===== config.mk =====
export PLATFORM = sky130hd
export DESIGN_NAME = uart_8n1_oversampled_transceiver
export DESIGN_NICKNAME = d
export VERILOG_FILES = /design/src/rtl/u8ot_pkg.sv /design/src/rtl/uart_8n1_oversampled_transceiver.sv /design/src/rtl/u8ot_tx.sv /design/src/rtl/u8ot_rx.sv /design/src/rtl/u8ot_fifo.sv
export SDC_FILE = /design/constraint.sdc
export NUM_CORES = 1
export LEC_CHECK = 0
export ABC_CLOCK_PERIOD_IN_PS = 5600
export BUFFER_PORTS_ARGS = -buffer_cell sky130_fd_sc_hd__buf_2
export CAP_MARGIN = 20
export CORE_AREA = 10 10 130 132
export CTS_CLUSTER_DIAMETER = 40
export DETAILED_ROUTE_END_ITERATION = 12
export DIE_AREA = 0 0 140 142
export MAX_ROUTING_LAYER = met4
export PLACE_DENSITY = 0.78
export SYNTH_ARGS = -nofsm -noshare
export SYNTH_HDL_FRONTEND = slang
export SYNTH_SLANG_ARGS = --single-unit

===== constraint.sdc =====
create_clock -name clock -period 5.6 [get_ports clock]
set_input_delay 0.28 -clock clock [delete_from_list [all_inputs] [get_ports clock]]
set_output_delay 0.28 -clock clock [all_outputs]
set_load 0.01 [all_outputs]

===== src/rtl/u8ot_pkg.sv =====
// Shared constants and types for the oversampled 8N1 UART transceiver.
package u8ot_pkg;

   localparam int OVERSAMPLE = 3;
   localparam int FIFO_DEPTH = 16;
   localparam int DATA_BITS  = 8;
   localparam int STOP_POS   = DATA_BITS + 1;

   localparam int PHASE_W = $clog2(OVERSAMPLE + 1);
   localparam int POS_W   = $clog2(STOP_POS + 2);
   localparam int PTR_W   = (FIFO_DEPTH > 1) ? $clog2(FIFO_DEPTH) : 1;
   localparam int FILL_W  = $clog2(FIFO_DEPTH + 1);

   localparam int RX_START_DELAY = ((OVERSAMPLE / 2) == 0) ? 1 : (OVERSAMPLE / 2);

   localparam int REQ_W = 16;
   localparam int RSP_W = 24;

   typedef logic [PHASE_W-1:0]   phase_type;
   typedef logic [POS_W-1:0]     pos_type;
   typedef logic [PTR_W-1:0]     ptr_type;
   typedef logic [FILL_W-1:0]    fill_type;
   typedef logic [DATA_BITS-1:0] byte_type;

   typedef struct packed {
      logic line;
      logic active;
      logic taken;
   } tx_status_type;

   typedef struct packed {
      logic     valid;
      byte_type data;
   } rx_push_type;

   typedef struct packed {
      logic     valid;
      byte_type data;
      fill_type fill;
   } fifo_status_type;

endpackage


===== src/rtl/uart_8n1_oversampled_transceiver.sv =====
// Top level of the oversampled 8N1 UART transceiver with receive FIFO.
//
// Each request transaction is one oversample tick. It carries the sampled
// receive line level, an optional transmit byte load and an optional pop of
// the receive FIFO. Every request produces exactly one response transaction
// with the transmit line level, transmitter activity, the load and pop
// outcomes, the popped byte and the FIFO fill after the tick.
// All state advances in the cycle a request is accepted and the response is
// captured in an output register, so a request can be taken in every cycle
// while the response side keeps up: one tick per cycle sustained.
// The output register is the only buffer. A request is accepted while the
// register is empty or its contents are being taken in the same cycle, so
// when the response side stalls, the request side stalls with it and no
// response is lost or duplicated.
// Synchronous reset returns the transmitter and receiver to idle, drives
// the transmit line high, empties the FIFO and clears the response valid.
module uart_8n1_oversampled_transceiver (
   input  logic                       clock,
   input  logic                       reset,
   input  logic                       req_tvalid,
   output logic                       req_tready,
   // rx_level[0], tx_load[1], tx_byte[9:2], rx_pop[10], zero fill above
   input  logic [u8ot_pkg::REQ_W-1:0] req_tdata,
   output logic                       rsp_tvalid,
   input  logic                       rsp_tready,
   // tx_line[0], tx_active[1], load_taken[2], popped_byte[10:3], pop_valid[11],
   // fifo_fill[16:12], zero fill above
   output logic [u8ot_pkg::RSP_W-1:0] rsp_tdata
);

   logic                      step;
   logic                      rx_level;
   logic                      tx_load;
   u8ot_pkg::byte_type        tx_byte;
   logic                      rx_pop;
   u8ot_pkg::tx_status_type   tx_status;
   u8ot_pkg::rx_push_type     rx_push;
   u8ot_pkg::fifo_status_type fifo_status;

   logic                       rsp_valid_ff, rsp_valid_in;
   logic [u8ot_pkg::RSP_W-1:0] rsp_data_ff, rsp_data_in;

   assign rx_level   = req_tdata[0];
   assign tx_load    = req_tdata[1];
   assign tx_byte    = req_tdata[9:2];
   assign rx_pop     = req_tdata[10];
   assign req_tready = ~rsp_valid_ff | rsp_tready;
   assign step       = req_tvalid & req_tready;

   u8ot_tx u_tx (
      .clock   (clock),
      .reset   (reset),
      .step    (step),
      .tx_load (tx_load),
      .tx_byte (tx_byte),
      .status  (tx_status)
   );

   u8ot_rx u_rx (
      .clock    (clock),
      .reset    (reset),
      .step     (step),
      .rx_level (rx_level),
      .push     (rx_push)
   );

   u8ot_fifo u_fifo (
      .clock  (clock),
      .reset  (reset),
      .step   (step),
      .rx_pop (rx_pop),
      .push   (rx_push),
      .status (fifo_status)
   );

   always_comb begin
      rsp_valid_in = rsp_valid_ff;
      if (step) begin
         rsp_valid_in = 1'b1;
      end else if (rsp_tready) begin
         rsp_valid_in = 1'b0;
      end
      rsp_data_in = {7'b0, fifo_status.fill, fifo_status.valid, fifo_status.data,
                     tx_status.taken, tx_status.active, tx_status.line};
   end

   always_ff @(posedge clock) begin
      if (reset) begin
         rsp_valid_ff <= 1'b0;
      end else begin
         rsp_valid_ff <= rsp_valid_in;
      end
   end

   always_ff @(posedge clock) begin
      if (step) begin
         rsp_data_ff <= rsp_data_in;
      end
   end

   assign rsp_tvalid = rsp_valid_ff;
   assign rsp_tdata  = rsp_data_ff;

endmodule


===== src/rtl/u8ot_tx.sv =====
// Transmitter: start bit, eight data bits least significant first, stop bit.
module u8ot_tx (
   input  logic                   clock,
   input  logic                   reset,
   input  logic                   step,
   input  logic                   tx_load,
   input  u8ot_pkg::byte_type     tx_byte,
   output u8ot_pkg::tx_status_type status
);

   logic                running_ff, running_in;
   u8ot_pkg::byte_type  shifter_ff, shifter_in;
   u8ot_pkg::pos_type   pos_ff, pos_in;
   u8ot_pkg::phase_type phase_ff, phase_in;
   logic                pin_ff, pin_in;

   logic                taken;
   logic                run0;
   u8ot_pkg::byte_type  sh0;
   u8ot_pkg::pos_type   pos0;
   u8ot_pkg::phase_type ph0;
   u8ot_pkg::phase_type ph1;
   u8ot_pkg::pos_type   pos1;

   always_comb begin
      taken      = tx_load & ~running_ff;
      run0       = running_ff | taken;
      sh0        = taken ? tx_byte : shifter_ff;
      pos0       = taken ? '0 : pos_ff;
      ph0        = taken ? '0 : phase_ff;
      running_in = run0;
      shifter_in = sh0;
      pos_in     = pos0;
      phase_in   = ph0;
      pin_in     = pin_ff;
      ph1        = ph0 + u8ot_pkg::phase_type'(1);
      pos1       = pos0 + u8ot_pkg::pos_type'(1);
      if (run0) begin
         if (ph0 == '0) begin
            if (pos0 == '0) begin
               pin_in = 1'b0;
            end else if (pos0 <= u8ot_pkg::pos_type'(u8ot_pkg::DATA_BITS)) begin
               pin_in     = sh0[0];
               shifter_in = sh0 >> 1;
            end else begin
               pin_in = 1'b1;
            end
         end
         if (ph1 >= u8ot_pkg::phase_type'(u8ot_pkg::OVERSAMPLE)) begin
            phase_in = '0;
            pos_in   = pos1;
            if (pos1 > u8ot_pkg::pos_type'(u8ot_pkg::STOP_POS)) begin
               running_in = 1'b0;
               pos_in     = '0;
               pin_in     = 1'b1;
            end
         end else begin
            phase_in = ph1;
         end
      end
   end

   always_ff @(posedge clock) begin
      if (reset) begin
         running_ff <= 1'b0;
         shifter_ff <= '0;
         pos_ff     <= '0;
         phase_ff   <= '0;
         pin_ff     <= 1'b1;
      end else if (step) begin
         running_ff <= running_in;
         shifter_ff <= shifter_in;
         pos_ff     <= pos_in;
         phase_ff   <= phase_in;
         pin_ff     <= pin_in;
      end
   end

   assign status.line   = pin_in;
   assign status.active = running_in;
   assign status.taken  = taken;

endmodule


===== src/rtl/u8ot_rx.sv =====
// Receiver: start detection, centre sampling of data and stop bits.
module u8ot_rx (
   input  logic                  clock,
   input  logic                  reset,
   input  logic                  step,
   input  logic                  rx_level,
   output u8ot_pkg::rx_push_type push
);

   logic                running_ff, running_in;
   u8ot_pkg::byte_type  shifter_ff, shifter_in;
   u8ot_pkg::pos_type   pos_ff, pos_in;
   u8ot_pkg::phase_type phase_ff, phase_in;
   u8ot_pkg::phase_type ph_dec;

   always_comb begin
      running_in = running_ff;
      shifter_in = shifter_ff;
      pos_in     = pos_ff;
      phase_in   = phase_ff;
      push.valid = 1'b0;
      push.data  = shifter_ff;
      ph_dec     = (phase_ff != '0) ? phase_ff - u8ot_pkg::phase_type'(1) : phase_ff;
      if (!running_ff) begin
         if (!rx_level) begin
            running_in = 1'b1;
            pos_in     = '0;
            shifter_in = '0;
            phase_in   = u8ot_pkg::phase_type'(u8ot_pkg::RX_START_DELAY);
         end
      end else begin
         phase_in = ph_dec;
         if (ph_dec == '0) begin
            phase_in = u8ot_pkg::phase_type'(u8ot_pkg::OVERSAMPLE);
            if (pos_ff == '0) begin
               if (rx_level) begin
                  running_in = 1'b0;
               end else begin
                  pos_in = u8ot_pkg::pos_type'(1);
               end
            end else if (pos_ff <= u8ot_pkg::pos_type'(u8ot_pkg::DATA_BITS)) begin
               shifter_in = {rx_level, shifter_ff[u8ot_pkg::DATA_BITS-1:1]};
               pos_in     = pos_ff + u8ot_pkg::pos_type'(1);
            end else begin
               push.valid = rx_level;
               running_in = 1'b0;
               pos_in     = '0;
            end
         end
      end
   end

   always_ff @(posedge clock) begin
      if (reset) begin
         running_ff <= 1'b0;
         shifter_ff <= '0;
         pos_ff     <= '0;
         phase_ff   <= '0;
      end else if (step) begin
         running_ff <= running_in;
         shifter_ff <= shifter_in;
         pos_ff     <= pos_in;
         phase_ff   <= phase_in;
      end
   end

endmodule


===== src/rtl/u8ot_fifo.sv =====
// Receive FIFO: pop is served before the push of the same transaction.
module u8ot_fifo (
   input  logic                      clock,
   input  logic                      reset,
   input  logic                      step,
   input  logic                      rx_pop,
   input  u8ot_pkg::rx_push_type     push,
   output u8ot_pkg::fifo_status_type status
);

   u8ot_pkg::byte_type store_ff [u8ot_pkg::FIFO_DEPTH];
   u8ot_pkg::ptr_type  wr_ptr_ff, wr_ptr_in;
   u8ot_pkg::ptr_type  rd_ptr_ff, rd_ptr_in;
   u8ot_pkg::fill_type fill_ff, fill_in;

   logic               pop_ok;
   logic               push_ok;
   u8ot_pkg::fill_type fill_mid;

   function automatic u8ot_pkg::ptr_type next_ptr(input u8ot_pkg::ptr_type p);
      u8ot_pkg::ptr_type last;
      last = u8ot_pkg::ptr_type'(u8ot_pkg::FIFO_DEPTH - 1);
      return (p == last) ? '0 : p + u8ot_pkg::ptr_type'(1);
   endfunction

   always_comb begin
      pop_ok    = rx_pop & (fill_ff != '0);
      fill_mid  = pop_ok ? fill_ff - u8ot_pkg::fill_type'(1) : fill_ff;
      push_ok   = push.valid & (fill_mid < u8ot_pkg::fill_type'(u8ot_pkg::FIFO_DEPTH));
      fill_in   = push_ok ? fill_mid + u8ot_pkg::fill_type'(1) : fill_mid;
      rd_ptr_in = pop_ok ? next_ptr(rd_ptr_ff) : rd_ptr_ff;
      wr_ptr_in = push_ok ? next_ptr(wr_ptr_ff) : wr_ptr_ff;
   end

   always_ff @(posedge clock) begin
      if (reset) begin
         wr_ptr_ff <= '0;
         rd_ptr_ff <= '0;
         fill_ff   <= '0;
      end else if (step) begin
         wr_ptr_ff <= wr_ptr_in;
         rd_ptr_ff <= rd_ptr_in;
         fill_ff   <= fill_in;
      end
   end

   always_ff @(posedge clock) begin
      if (step && push_ok) begin
         store_ff[wr_ptr_ff] <= push.data;
      end
   end

   assign status.valid = pop_ok;
   assign status.data  = pop_ok ? store_ff[rd_ptr_ff] : '0;
   assign status.fill  = fill_in;

endmodule


* Word level (Yosys, flattened, before mapping)
Memory sizes are Yosys's and may differ from the RTL's. A register that Yosys moved wholly into a read port is not among the register bits.
Cells that the tools add are included.
** Word-level totals
- Flip-flop bits (word level) :: 54
- RAM bits :: 128
- Bits of input ports :: 20
- Output and inout bits :: 26
- Logic and storage cells :: 110
- Memories kept :: 1
** Operators by class
- Add/sub/neg operators :: 8
- Magnitude comparators :: 5
- Equality and inequality tests :: 7
- Mux-type cells :: 53
- Bitwise operators :: 8
- Reduce and logical (&&, ||, !) cells :: 14
** Memories
- u_fifo.store_ff :: words 16, width 8, read ports 1, clocked after Yosys merged registers in 1, wr ports 1, line u8ot_fifo.sv:11 : u8ot_pkg::byte_type store_ff [u8ot_pkg::FIFO_DEPTH];
** Operators by type and width (number)
- $mux 8 :: 10
- $mux 4 :: 12
- $mux 1 :: 22
- $add 4x1->4 const B :: 4
- $mux 2 :: 7
- $mux 5 :: 2
- $eq 4x4->1 const B :: 2
- $le 4x4->1 const B :: 2
- $logic_not 4->1 :: 2
- $ne 2x2->1 const B :: 3
- $reduce_and 2->1 :: 3
- $add 5x1->5 const B :: 1
- $lt 5x5->1 const B :: 1
- $reduce_and 5->1 :: 1
- $reduce_bool 5->1 :: 1
- $sub 5x1->5 const B :: 1
- $and 1x1->1 :: 4
- $gt 4x4->1 const B :: 1
- $logic_not 2->1 :: 2
- $reduce_and 4->1 :: 1
- $reduce_bool 2->1 :: 2
- $ne 3x3->1 const B :: 1
- $add 2x1->2 const B :: 1
- $ge 2x2->1 const B :: 1
- 6 further kinds :: 8

* Logic depth before layout (Yosys ltp)
- Depth in word-level cells :: 10
- Depth in mapped cells :: 12
- Depth with buffers taken out :: 12

* Modules after synthesis
From an unflattened synthesis, not the netlist that was laid out.
** Unflattened totals
- Cell total of the unflattened synthesis :: 576
- Area total of the unflattened synthesis :: 8295.5 µm²
** Modules (own cells, without submodules)
- u8ot_fifo :: times used 1, cells an instance 338, area each 5910.7 µm², seq. area each 4184.0 µm²
- u8ot_tx :: times used 1, cells an instance 120, area each 964.7 µm², seq. area each 320.3 µm²
- u8ot_rx :: times used 1, cells an instance 88, area each 798.3 µm², seq. area each 300.3 µm²
- uart_8n1_oversampled_transceiver :: times used 1, cells an instance 30, area each 621.8 µm², seq. area each 530.5 µm²

* Worst setup path before layout
OpenSTA, ideal clock, no wires.
- Path type :: register to register
- Start :: register u_fifo.fill_ff[0]
- End :: memory u_fifo.store_ff[0][0] (netlist bit), enable pin
- Setup time :: 383 ps
- Arrival time :: 2004 ps
- Required time :: 5217 ps
- Path slack :: 3212 ps
- Stages on the path, launching flop included :: 9
- Path buffers :: 1
- Period minus slack after synthesis :: 2388 ps
- Cell sequence :: dfxtp_1 inv_1 ha_1 and4bb_2 o211a_1 and2_1 buf_6 nand2_1 nor3_1
** On the way
- Cells in the longest elaborated chain, start to end :: 8
- Elaborated cells on any way between the ends :: 9
- Those cells by class :: add/sub (1); order compare (1); mux (3); bitwise (2); reduce/logical (2)
** Ends and longest elaborated chain
- from (decl) :: line u8ot_fifo.sv:14 : u8ot_pkg::fill_type fill_ff, fill_in;
- from (signal assigned) :: line u8ot_fifo.sv:43 : fill_ff <= fill_in;
- branches (longest 2 deep; another with $sub 5x1->5)
- $mux 5 * :: line u8ot_fifo.sv:28 : fill_mid = pop_ok ? fill_ff - u8ot_pkg::fill_type'(1) : fill_ff;
- $lt 5x5->1 * :: line u8ot_fifo.sv:29 : push_ok = push.valid & (fill_mid < u8ot_pkg::fill_type'(u8ot_pkg::FIFO_DEPTH));
- $and 1x1->1 * :: line u8ot_fifo.sv:29
- $logic_and 1x1->1 * :: line u8ot_fifo.sv:48 : if (step && push_ok) begin
- $mux 1 * :: line u8ot_fifo.sv:48
- $mux 1 (implied by the code) * :: line u8ot_fifo.sv:49 : store_ff[wr_ptr_ff] <= push.data;
- to (decl) :: line u8ot_fifo.sv:11
Mark *: on every way between the ends.

==> flow_summary.ini <==
[global_routing]
met3_usage = 0.04372
top_usage_layer = met2
grt_usage = 0.1671
grt_max_degree = 47
grt_pass1_wl_mm = 25.48
grt_use_met2 = 0.2670
antenna_found_initial = 1
gr-total-overflow = 0
grt_use_met1 = 0.2038
grt_pass1_vias = 4746

[floorplan]
dieArea_sq_mm = 0.01988
die_w_microns = 140
core-area_sq_mm = 0.01431
io_pins = 46
start_util = 0.5731
fp.dieH_microns = 142
row_count = 44

[worst_hold_path]
hold_class = input pin to flop

[place]
postPlaceCellArea_sq_mm = 0.008433
dp_hpwl_mm = 10.06
post-place-ws_ps = 2348
io_buffers = 33
place.gp.congestion = 0.8647

[cts]
cts_hold_buf = 0
post_cts_buffers = 0
clk_latency_ps = 420
ctsResizeCount = 0
htree_levels = 4
numCtsBuffers = 17
clock_path_buffers = 2
clkTransAtPathRegs_ps = 60
cts_tree = done
ctsRootBufferMaster = clkbuf_16
clock_sinks = 190

[critical_path]
crit_type = flop to flop
critPathCaptureType = flop
cp_cell_sequence = inv_1 -> ha_1 -> nor4b_2 -> nand2b_1 -> inv_2 -> xnor2_2 -> inv_1 -> ha_1 -> inv_1 -> nor2_1 -> nand3b_1 -> a221oi_2
crit_family = simple AND/OR/NAND/NOR gates
slowest_delay_ps = 630
crit_buf_inv = 4
cp_max_fo = 11
cp_data_arrival_time_ps = 3270
worstPathRequired_ps = 5930
critical-path-slowest-cell = nand2b_1
cp_common_cell = inv_1
start_kind = flop

[timing]
report.final.slew_viol_count = 0
fin_tns_setup_ps = 0
finClkSkew_ps = 6.100
relSlewSlack = 0.3135
finalWorstSetupSlack_ps = 2661
tightest_slew_ps = 1027
max_freq_mhz = 340.3
period_needed_ps = 2939
hold_viol_final = 0
period_share = 0.5248
grt_setup_unrepaired = false
finalSetupViolCount = 0

[final_layout]
area_growth_pct = 10.30
stdcell_area_sq_mm = 0.009047
drive_gt1_frac = 0.2017
finalNetCount = 622

[logic_synthesis]
synth_area_sq_mm = 0.008203
synth_cell_type_count = 68
synth_ff_type = edfxtp_1
ys_seq_elements = 190
synthArstFlopShare = 0
seq_area_frac_synth = 0.6406
avgSynthCellArea_sq_um = 14.52
synthCells = 565
synth-edff-count = 145
ys_warn_count = 0

[routing]
final_antenna_net_count = 0
drt_pass1_iterations = 5
wl_per_cell_microns = 20.02
drc = 0
routed_wl_mm = 15.81
drt-initial-drc-count = 298
avgViaCountPerCell = 6.056
vias = 4784

[power]
power_frac_clock = 0.405
p_int_mw = 2.282
p_switching_uw = 634.6
power_frac_seq = 0.530
peakVddDrop_mv = 0.2172
p_comb_frac = 0.066
power_density_mw_per_mm2 = 322.4
swShare = 0.2176
p_leak_nw = 3.118

[run]
cap_violations = 0

[run_status]
status = completed
==> stage by stage <==
| step | power [mW] | util | cells | hold slack (ps) |
|---|---|---|---|---|
| finish | 2.917 | 0.6321 | 790 | 141.3 |
| global route | 3.020 | 0.6321 | 790 | 125.0 |
| CTS | 2.929 | 0.6300 | 788 | 124.3 |
| detailed placement | 1.764 | 0.5892 | 756 | 446.0 |
| global placement | 1.756 | 0.5892 | 756 | 438.1 |
| floorplan | 1.720 | - | 571 | 409.5 |
==> flip-flops by register name, summed over array words and instances, names as in the netlist, 2 cells and up <==
name,flops
u_rx.pos_ff,4
u_fifo.rd_ptr_ff,4
u_fifo.store_ff,128
u_tx.phase_ff,2
u_fifo.fill_ff,5
u_rx.phase_ff,2
u_tx.pos_ff,4
u_fifo.wr_ptr_ff,4
u_rx.shifter_ff,8
u_tx.shifter_ff,8
rsp_tdata,17
==> synth_stat cells (10+ instances only) <==
master,instances,area (sq um)
nand2_1,37,138.9
dfxtp_1,45,900.9
ha_1,10,125.1
edfxtp_1,145,4354
a211oi_1,17,127.6
o21ai_0,16,80.08
mux2i_1,27,270.3
nand4_1,10,62.56
nor2b_1,10,62.56
mux4_2,32,720.7
a21oi_1,32,160.2
clkbuf_1,11,41.29
nor2_1,35,131.4
inv_1,15,56.30
==> layout make-up <==
class                   count  area [sq um]
well taps                 184         230.2
clock inverters            11         133.9
fillers                  1027          5266
flip-flops and latches    190          5256
repair buffers             42         252.7
diodes                      1         2.502
multi-input cells         323          2654
inverters                  18         67.56
clock buffers              21         450.4
==> layer usage <==
metal  part of all wire  vias up  wire length (microns)
met5                  0        -                      0
met4              0.016        0                    257
met3              0.058       21                    914
met2               0.51      158                   8079
met1               0.42     2389                   6563
li1                   -     2216                      -
==> logic make-up (layout without fill, tap and decap cells) <==
kind of cell,Yosys count,after routing,synth area share
other cells,1,8,0.0004572
buf+inv,58,92,0.03859
xor+xnor,8,8,0.009458
mux,60,60,0.1226
flops,190,190,0.6406
fa+ha+maj,11,11,0.01647
compound gates,104,104,0.08817
simple gates,133,133,0.08359
==> cells in the final DEF (no fill, tap or decap), types with 5 or more instances in the layout <==
master | synthesis | layout
nand3_1 | 8 | 8
buf_4 | 8 | 8
nand2b_1 | 6 | 6
nand2_1 | 37 | 37
mux4_2 | 32 | 32
conb_1 | 1 | 7
a21oi_1 | 32 | 32
buf_2 | 7 | 33
nor2b_1 | 10 | 10
inv_1 | 15 | 15
edfxtp_1 | 145 | 145
nand3b_1 | 5 | 5
mux2i_1 | 27 | 27
nor2_1 | 35 | 35
ha_1 | 10 | 10
nand4_1 | 10 | 10
dfxtp_1 | 45 | 44
clkbuf_16 | 0 | 17
o21ai_0 | 16 | 16
a211oi_1 | 17 | 17
a31oi_1 | 5 | 5
==> path summary, 6_finish.rpt <==
path                   endpoint  slack (ps)  cells after the start                from
min                  rsp_tvalid         140                      3          req_tvalid
max reg2reg   u_fifo.fill_ff[4]        2660                     12   u_fifo.fill_ff[0]
min reg2reg  u_tx.shifter_ff[6]         460                      2  u_tx.shifter_ff[6]
max           u_fifo.fill_ff[4]        2660                     12   u_fifo.fill_ff[0]
==> power groups by stage <==
stage | logic, mW | registers [mW] | clock network, mW
after floorplan | 0.143 | 1.58 | 0
after global placement | 0.182 | 1.57 | 0
after detailed placement | 0.189 | 1.58 | 0
after CTS | 0.190 | 1.54 | 1.19
after global routing | 0.211 | 1.55 | 1.26
final | 0.192 | 1.54 | 1.18
==> tightest hold or removal path, delay by kind of cell <==
family,cells,cell delay (ps)
AO/OA/AOI/OAI,1,50
buffers and inverters,2,190
Power figures use the tool's default switching activity.
